File: config.mk
export PLATFORM = sky130hd
export DESIGN_NAME = flt_ram
export DESIGN_NICKNAME = d
export VERILOG_FILES = /design/src/hw/rtl/flt_ram.sv
export SDC_FILE = /design/constraint.sdc
export NUM_CORES = 2
export LEC_CHECK = 0
export BUFFER_PORTS_ARGS = -buffer_cell sky130_fd_sc_hd__clkbuf_2
export CAP_MARGIN = 20
export CORE_ASPECT_RATIO = 0.6
export CORE_MARGIN = 8
export CORE_UTILIZATION = 40
export DETAILED_ROUTE_END_ITERATION = 10
export PLACE_DENSITY = 0.65
export SYNTH_ARGS = -nofsm -noshare
export SYNTH_HDL_FRONTEND = slang
export SYNTH_SLANG_ARGS = --single-unit
File: constraint.sdc
create_clock -name clk -period 5 [get_ports clk]
set_input_delay 0.75 -clock clk [delete_from_list [all_inputs] [get_ports clk]]
set_output_delay 0.75 -clock clk [all_outputs]
set_load 0.01 [all_outputs]
File: src/hw/rtl/flt_ram.sv
`timescale 1ns / 1ps

module flt_ram #(
  parameter int DEPTH  = 64,
  parameter int WIDTH  = 34,
  localparam int IDX_W = (DEPTH > 1) ? $clog2(DEPTH) : 1
) (
  input  logic             clk,
  input  logic             rd_en,
  input  logic [IDX_W-1:0] rd_idx,
  output logic [WIDTH-1:0] rd_data_r,
  input  logic             we,
  input  logic [IDX_W-1:0] wr_idx,
  input  logic [WIDTH-1:0] wr_data
);

  logic [WIDTH-1:0] mem [DEPTH];

  // Write port
  always_ff @(posedge clk) begin
    if (we) begin
      mem[wr_idx] <= wr_data;
    end
  end

  // Registered read; pass a same-edge write straight through
  always_ff @(posedge clk) begin
    if (rd_en) begin
      if (we && (wr_idx == rd_idx)) begin
        rd_data_r <= wr_data;
      end else begin
        rd_data_r <= mem[rd_idx];
      end
    end
  end

endmodule

==> impl_metrics.ini <==
[finish]
design_area_mm2 = 0.0963
syn_to_final_growth_pct = 12.7
final_cell_count_no_fill = 7600
layout_commonest_cell = edfxtp_1
drive_above_1_share_pct = 15.4
final_cell_mix = edfxtp_1, mux2i_1, a22oi_1, clkbuf_16
fin_nets = 4646

[hold_path]
whs_path_depth = 1
hp-class = input port to register

[cts]
cts_hold_buf = 0
cts_resized = 0
clk_pin_slew_ns = 0.07
clkSinkCount = 2210
cts.path.max_buffers = 4
postCtsSetupBuffers = 0
clk-insertion-delay-late_ns = 0.83
cts-htree-levels = 4
cts-buffers-inserted = 185
cts_root_buf = clkbuf_16
cts_tree = done

[detailed_routing]
drc_errors = 0
num_vias = 44434
drt-total-wl_um = 228000
wl_per_cell_um = 30.0
first_pass_iters = 6
postRouteAntennaNets = 0
vias_per_cell = 5.85
drt_iter0_drc = 6714

[power]
vdd_drop_max_mv = 0.260
p_leak_nw = 31.8
power.density_mw_per_mm2 = 383

[yosys]
synth_nets = 4464
seq_area_frac_synth_pct = 77.7
synth_top_cell_area_share_pct = 77.7
synth_area_leaders = edfxtp_1, mux2i_1, a22oi_1
netlist.top_cell.by_area = edfxtp_1
ys.flop_type = edfxtp_1
synth-simple-area-share_pct = 2.09
postSynthCellCount = 4415
async_flop_share_pct = 0
post_synth.cell_area_avg_um2 = 19.4
synth_edf_count = 2210
yosys_register_bits = 2210
yosysUniqueCellTypes = 43
synth_xor_area_share_pct = 0.0615
yosys.area_share.adder_pct = 0
synth_top_family_by_area = multiplexers
yosysWarnings = 0
synth_compound_gate_area_share_pct = 4.57
synth_area_mm2 = 0.0855
synthMuxAreaShare_pct = 14.0

[timing]
fin_crit_ns = 2.89
worstMarginPinSlew_ns = 1.11
slew_violations = 0
tns_ns = 0
setup_violations = 0
max_slew_margin_pct = 25.6
timing.fmax_mhz = 345
worst_slack_ns = 2.11
period_share_pct = 57.9
hold_viol = 0
grt_setup_unrepaired = false
clock-skew-final_ns = 0.0275
holdWs_ns = 0.292

[floorplanning]
pin_count = 83
num_rows = 131
coreArea_mm2 = 0.212
die_w_um = 613
dieHeight_um = 374
start_util_pct = 40.2
die-area_mm2 = 0.229

[global_route]
grt_max_degree = 105
grt_overflow_total = 0
antenna_found_initial = 22
grt_pass1_wl_um = 321000
grt_pass1_vias = 42489
grt_use_total_pct = 19.2

[outcome]
status = complete, no violations

[setup_path]
ff2ff_path_depth = 5
worst-setup-path-type = input port to register
crit_fanout = 47
arrival_ns = 3.46
endpoint_kind = register
cp_data_required_time_ns = 5.57
cp-start-kind = input port

[placement]
hpwl_um = 131000
place_area_mm2 = 0.0905
port_buffers = 82
gp_congestion = 0.811
placedCellCount = 7268
dp_slack_ns = 1.21

[job]
max-cap-violations = 0
==> sequential cells by signal (all words and copies together), names as in the netlist <==
name,cells
mem,2176
rd_data_r,34
==> through the flow <==
step / utilization, % / power (mW)
floorplan: - / 22.0
global placement: 42.6 / 23.0
detailed placement: 42.6 / 23.0
CTS: 45.3 / 37.1
global route: 45.3 / 37.9
finish: 45.3 / 36.9
==> worst max-delay path, cell delays in order <==
cell      delay [ns]
clkbuf_8        0.47
buf_4           0.50
mux4_2          0.55
mux2i_1         0.52
a22oi_1         0.19
a32oi_1         0.25
nand2_1         0.10
==> synthesized netlist by cell type (all sizes together), types with 2 or more instances <==
master	n
or3	3
nor4	2
mux4	145
nand2b	3
a22oi	430
nor3	3
clkbuf	75
a32oi	32
xnor2	3
nand3b	2
a21oi	67
a22o	2
xor2	3
inv	3
edfxtp	2210
and2	2
nand4	36
nand2	109
buf	190
nor2	73
nor2b	6
mux2i	867
nand3	139
==> routing by layer <==
metal / GRT usage (%) / wire [um] / up-vias / share of wire (%)
met3: 5.08 / 27300 / 280 / 12
met2: 26.7 / 95200 / 2474 / 42
met1: 30.1 / 101000 / 23243 / 44
met4: 3.86 / 4800 / 6 / 2.1
li1: - / - / 18431 / -
met5: 0 / 35 / - / 0.015
==> power breakdown <==
| part | total, mW | switching [mW] | internal [mW] |
|---|---|---|---|
| registers | 20.6 | 0.0988 | 20.5 |
| clock network | 14.3 | 6.53 | 7.76 |
| logic | 1.98 | 1.35 | 0.630 |
| total | 36.9 | 7.98 | 28.9 |
==> area by class of cell <==
class / instances / area [um2]
Sequential cell: 2210 / 66400
Antenna cell: 6 / 15.0
Timing Repair Buffer: 260 / 2290
Fill cell: 17867 / 116000
Clock buffer: 229 / 4880
Clock inverter: 96 / 880
Tap cell: 2859 / 3580
Multi-Input combinational cell: 1937 / 18300
Inverter: 3 / 11.3
==> worst paths after layout <==
check / startpoint / endpoint / slack [ns]
hold reg to reg: mem[35][27]$_DFFE_PP_ / rd_data_r[27]$_DFFE_PP_ / 0.95
setup / recovery: rd_idx[0] / rd_data_r[16]$_DFFE_PP_ / 2.11
setup reg to reg: mem[62][16]$_DFFE_PP_ / rd_data_r[16]$_DFFE_PP_ / 2.87
hold / removal: wr_data[11] / mem[38][11]$_DFFE_PP_ / 0.29
==> logic make-up (layout without fill, tap and decap cells) <==
family          Yosys count  in the layout
other cells               0              6
flops                  2210           2210
compound gates          536            536
buf+inv                 268            588
mux                    1013           1013
simple gates            382            382
xor+xnor                  6              6
Power figures use the tool's default switching activity.
