--- config.mk ---
export PLATFORM = sky130hd
export DESIGN_NAME = flt_result
export DESIGN_NICKNAME = d
export VERILOG_FILES = /design/src/hw/rtl/flt_pkg.sv /design/src/hw/rtl/flt_result.sv
export SDC_FILE = /design/constraint.sdc
export NUM_CORES = 1
export LEC_CHECK = 0
export ABC_AREA = 1
export BUFFER_PORTS_ARGS = -buffer_cell sky130_fd_sc_hd__buf_2
export CORE_MARGIN = 2
export CORE_UTILIZATION = 50
export DETAILED_ROUTE_END_ITERATION = 10
export GPL_ROUTABILITY_DRIVEN = 0
export GPL_TIMING_DRIVEN = 0
export PLACE_DENSITY = 0.85
export SETUP_SLACK_MARGIN = 0.2
export SLEW_MARGIN = 40
export SYNTH_ARGS = -nofsm -noshare
export SYNTH_HDL_FRONTEND = slang
export SYNTH_SLANG_ARGS = --single-unit
export TNS_END_PERCENT = 100
--- constraint.sdc ---
create_clock -name vclk -period 2.5
set_input_delay 0.625 -clock vclk [all_inputs]
set_output_delay 0.625 -clock vclk [all_outputs]
set_load 0.005 [all_outputs]
--- src/hw/rtl/flt_pkg.sv ---
`timescale 1ns / 1ps

package flt_pkg;

  // Request kinds carried on the input tuser field
  localparam int KIND_W = 3;

  typedef enum logic [KIND_W-1:0] {
    KIND_ALLOC   = 3'd0,
    KIND_RELEASE = 3'd1,
    KIND_COUNT   = 3'd2,
    KIND_WR_PFS  = 3'd3,
    KIND_WR_CM   = 3'd4,
    KIND_LOOKUP  = 3'd5
  } kind_t;

  // Configuration register indexes
  localparam logic REG_ENTRY_LIMIT     = 1'b0;
  localparam logic REG_COUNT_THRESHOLD = 1'b1;

  localparam int LIMIT_W  = 7;
  localparam int THRESH_W = 32;
  localparam logic [THRESH_W-1:0] THRESH_RESET = 32'd500;

  // Outcome of the tag search for one request
  typedef struct packed {
    logic hit;
    logic alloc_ok;
    logic full;
    logic present;
  } cam_hit_t;

  // Request as it travels from the search stage to the update stage
  typedef struct packed {
    kind_t    kind;
    logic     bit_value;
    cam_hit_t look;
  } stage_ctl_t;

  // Single-bit result fields
  typedef struct packed {
    logic hit;
    logic done_res;
    logic table_full;
    logic pfs_flag;
    logic cm_flag;
    logic both_flags;
    logic over_threshold;
  } res_flags_t;

endpackage

--- src/hw/rtl/flt_result.sv ---
`timescale 1ns / 1ps

module flt_result import flt_pkg::*; #(
  parameter int COUNT_BITS = 32
) (
  input  stage_ctl_t             ctl,
  input  logic [COUNT_BITS+1:0]  rd_word,
  input  logic [THRESH_W-1:0]    threshold,
  output logic                   we,
  output logic [COUNT_BITS+1:0]  wr_word,
  output logic [COUNT_BITS-1:0]  invalidations,
  output res_flags_t             flags
);

  localparam int CMP_W = (COUNT_BITS > THRESH_W) ? COUNT_BITS : THRESH_W;

  logic [COUNT_BITS-1:0] cnt;
  logic                  pfs;
  logic                  cm;
  logic [COUNT_BITS-1:0] new_cnt;
  logic                  new_pfs;
  logic                  new_cm;
  logic                  done;
  logic                  over;

  assign cnt = rd_word[COUNT_BITS-1:0];
  assign pfs = rd_word[COUNT_BITS];
  assign cm  = rd_word[COUNT_BITS+1];

  // Apply the request to the entry
  always_comb begin
    new_cnt = cnt;
    new_pfs = pfs;
    new_cm  = cm;
    we      = 1'b0;
    done    = 1'b0;
    over    = 1'b0;
    case (ctl.kind)
      KIND_ALLOC: begin
        if (ctl.look.alloc_ok) begin
          new_cnt = '0;
          new_pfs = 1'b0;
          new_cm  = 1'b0;
          we      = 1'b1;
          done    = 1'b1;
        end
      end
      KIND_RELEASE: begin
        done = ctl.look.hit;
      end
      KIND_COUNT: begin
        if (ctl.look.hit) begin
          over = CMP_W'(cnt) > CMP_W'(threshold);
          // saturate at the top of the count
          if (cnt != '1) begin
            new_cnt = cnt + COUNT_BITS'(1);
          end
          we   = 1'b1;
          done = 1'b1;
        end
      end
      KIND_WR_PFS: begin
        if (ctl.look.hit) begin
          new_pfs = ctl.bit_value;
          we      = 1'b1;
          done    = 1'b1;
        end
      end
      KIND_WR_CM: begin
        if (ctl.look.hit) begin
          new_cm = ctl.bit_value;
          we     = 1'b1;
          done   = 1'b1;
        end
      end
      KIND_LOOKUP: begin
      end
      default: begin
      end
    endcase
  end

  assign wr_word = {new_cm, new_pfs, new_cnt};

  // Report the entry as it stands afterwards, zeros when none remains
  assign invalidations        = ctl.look.present ? new_cnt : '0;
  assign flags.hit            = ctl.look.hit;
  assign flags.done_res       = done;
  assign flags.table_full     = ctl.look.full;
  assign flags.pfs_flag       = ctl.look.present && new_pfs;
  assign flags.cm_flag        = ctl.look.present && new_cm;
  assign flags.both_flags     = ctl.look.present && new_pfs && new_cm;
  assign flags.over_threshold = over;

endmodule

==> results.toml <==
[worst_hold_path]
hold_end = "flags[4]"
holdCritStartpoint = "ctl[1]"
min-delay-path-class = "input port to output pin"
hold_depth = 2

[critical_path]
max_stage_delay_ns = 0.21
slowest_stage = "buf_16"
critPathMostFrequentCell = "nand3_2"
path_delay_family = "simple AND/OR/NAND/NOR gates"
crit_type = "input port to output pin"
critical_path_arrival_ns = 2.23
crit_buf_inv = 4
crit_required_ns = 1.88
critPathMaxFanout = 5
worst_setup_path_start_kind = "input port"
worstPathCellList = "buf_8 > buf_4 > nand2_1 > nor2_4 > nand2_4 > nor2_8 > nand3_4 > buf_16 > nand3_2 > nand3_2 > a21oi_2 > buf_2"
cp-end-kind = "output pin"

[global_routing]
grt_pass1_wl_mm = 20.5
antenna_found_initial = 0
grt_pass1_vias = 4420
globalRouteOverflowTotal = 0
grt_max_degree = 11
grt_usage_pct = 34.8

[yosys]
yosys-top-cells-area = "nand2_1, ha_1, inv_1"
synth_cell_types = 37
ys.warnings.count = 0
avgSynthCellArea_um2 = 5.61
synth_common_cells = "nand2_1, inv_1, nor2_1"
yosysTopAreaCellShare_pct = 20.9
syn-cell-area_mm2 = 0.00318
ys_seq_area_share_pct = 0
synth_nets = 674
syn_inst = 567
yosysMostFrequentCell = "nand2_1"
yosys.area.top_type = "nand2_1"

[layout]
nClkBuffers = 0
design.seq.count = 0
nNetsFinal = 868
n_antenna_cell = 0
regArea_um2 = 0
layout-drive-gt1-share_pct = 51.1
areaGrowthSynthToFinish_pct = 61.3
nFillCells = 395
fin_util_pct = 82.1

[floorplanning]
die_h_um = 83.7
die_x_um = 83.7
row_count = 29
fp.dieArea_mm2 = 0.00701
coreArea_mm2 = 0.00624
initial_utilization_pct = 50.9
io_pins = 148

[run_status]
violations = "negative setup slack"
outcome = "finished with violations"

[sta]
period_minus_slack_ns = 2.85
rsz0062_at_grt = "yes"
hold_viol = 0
setup_ws_ns = -0.351
timing.fmax_mhz = 351
setup_viol = 66
drv_slew = 0
slew_headroom_pct = 45.0
finalCritPeriodShare_pct = 114
worstMarginPinSlew_ns = 0.825

[drt]
vias_per_cell = 5.94
wl_per_cell_um = 17.0
wl_mm = 14.2
drcViolationCount = 0
final_antenna_net_count = 0
via_count = 4967
firstDrtPassIters = 6
drt-initial-drc-count = 553

[place]
place_ws_ns = -0.451
dp_hpwl_mm = 8.84
numPortBuffers = 146

[cts]
cts-hold-fix-buffers = 0

[pwr]
peakVddDrop_v = 0.000101
leakage_nw = 2.75
powerDensity_mw_per_mm2 = 147

[flow_run]
maxCapViolCount = 0
==> repair_timing <==
| action | CTS | global route |
|---|---|---|
| resized for setup | 134 | 38 |
| setup buffers | 29 | 13 |
| cloned | 3 | 1 |
| endpoints found under the setup margin | 67 | 70 |
| pin swaps | 32 | 32 |
==> worst max path at each step <==
stage / cells past startpoint / end / start
after detailed placement: 11 / flags[0] / rd_word[15]
after floorplan: 10 / invalidations[14] / rd_word[0]
after global routing: 12 / invalidations[16] / rd_word[13]
final: 12 / invalidations[29] / rd_word[13]
after global placement: 11 / flags[0] / rd_word[15]
after CTS: 11 / flags[0] / rd_word[15]
==> metal layers <==
metal / part of all wire [%] / GRT usage [%] / vias to the layer above
met5: 0 / 0 / -
met4: 6.0 / 16.1 / 0
met3: 11 / 4.55 / 97
met2: 49 / 62.0 / 364
met1: 34 / 41.2 / 2281
li1: - / - / 2225
==> cells in the final DEF (no fill, tap or decap), types with 2 or more instances in the layout <==
| cell type | n |
|---|---|
| nand3_1 | 21 |
| o211ai_2 | 7 |
| nor2_2 | 15 |
| o21ai_2 | 2 |
| clkbuf_16 | 2 |
| nor3_4 | 2 |
| nor3_2 | 2 |
| nand2_1 | 155 |
| nand3_2 | 48 |
| buf_4 | 42 |
| inv_1 | 71 |
| a21oi_2 | 28 |
| nand4_1 | 16 |
| a21o_1 | 2 |
| nor2_4 | 14 |
| inv_2 | 10 |
| ha_4 | 6 |
| o21ai_0 | 7 |
| xor2_2 | 2 |
| nand2_4 | 6 |
| nand3_4 | 5 |
| nand2_2 | 22 |
| buf_6 | 21 |
| nand3b_1 | 2 |
| buf_2 | 132 |
| buf_8 | 8 |
| a21oi_1 | 17 |
| clkbuf_1 | 2 |
| nor2_1 | 33 |
| xnor2_1 | 3 |
| ha_1 | 27 |
| xor2_1 | 10 |
| clkbuf_4 | 3 |
| clkbuf_2 | 2 |
==> kinds of logic after synthesis <==
kind of cell    count (synthesis)  synth area share [%]
simple gates                  345                  53.2
xor+xnor                       15                  4.13
buf+inv                       105                  14.3
compound gates                 69                  15.4
fa+ha+maj                      33                  13.0
==> stage by stage <==
stage | hold slack, ns | power (mW) | instances | TNS [ns] | instance area (µm²)
finish | 1.42 | 0.752 | 836 | -16.19 | 5120
CTS | 1.42 | 0.688 | 822 | -7.69 | 4870
global route | 1.42 | 0.809 | 836 | -19.83 | 5120
floorplan | 1.33 | 0.350 | 567 | 0 | 3240
global placement | 1.42 | 0.579 | 790 | -15.87 | 4070
detailed placement | 1.42 | 0.599 | 790 | -16.73 | 4070
==> cell type report <==
type	count	area (µm²)	area share, %
buffer	23	196	3.83
inverter	82	308	6.01
multi-input combinational	463	3270	63.7
tap	77	96.3	1.88
timing repair buffer	191	1260	24.5
==> power by group <==
group | internal (mW) | total [mW] | switching [mW]
Clock | 0 | 0 | 0
Sequential | 0 | 0 | 0
Combinational | 0.318 | 0.752 | 0.434
Note: power is estimated with default switching activity, not from simulation.
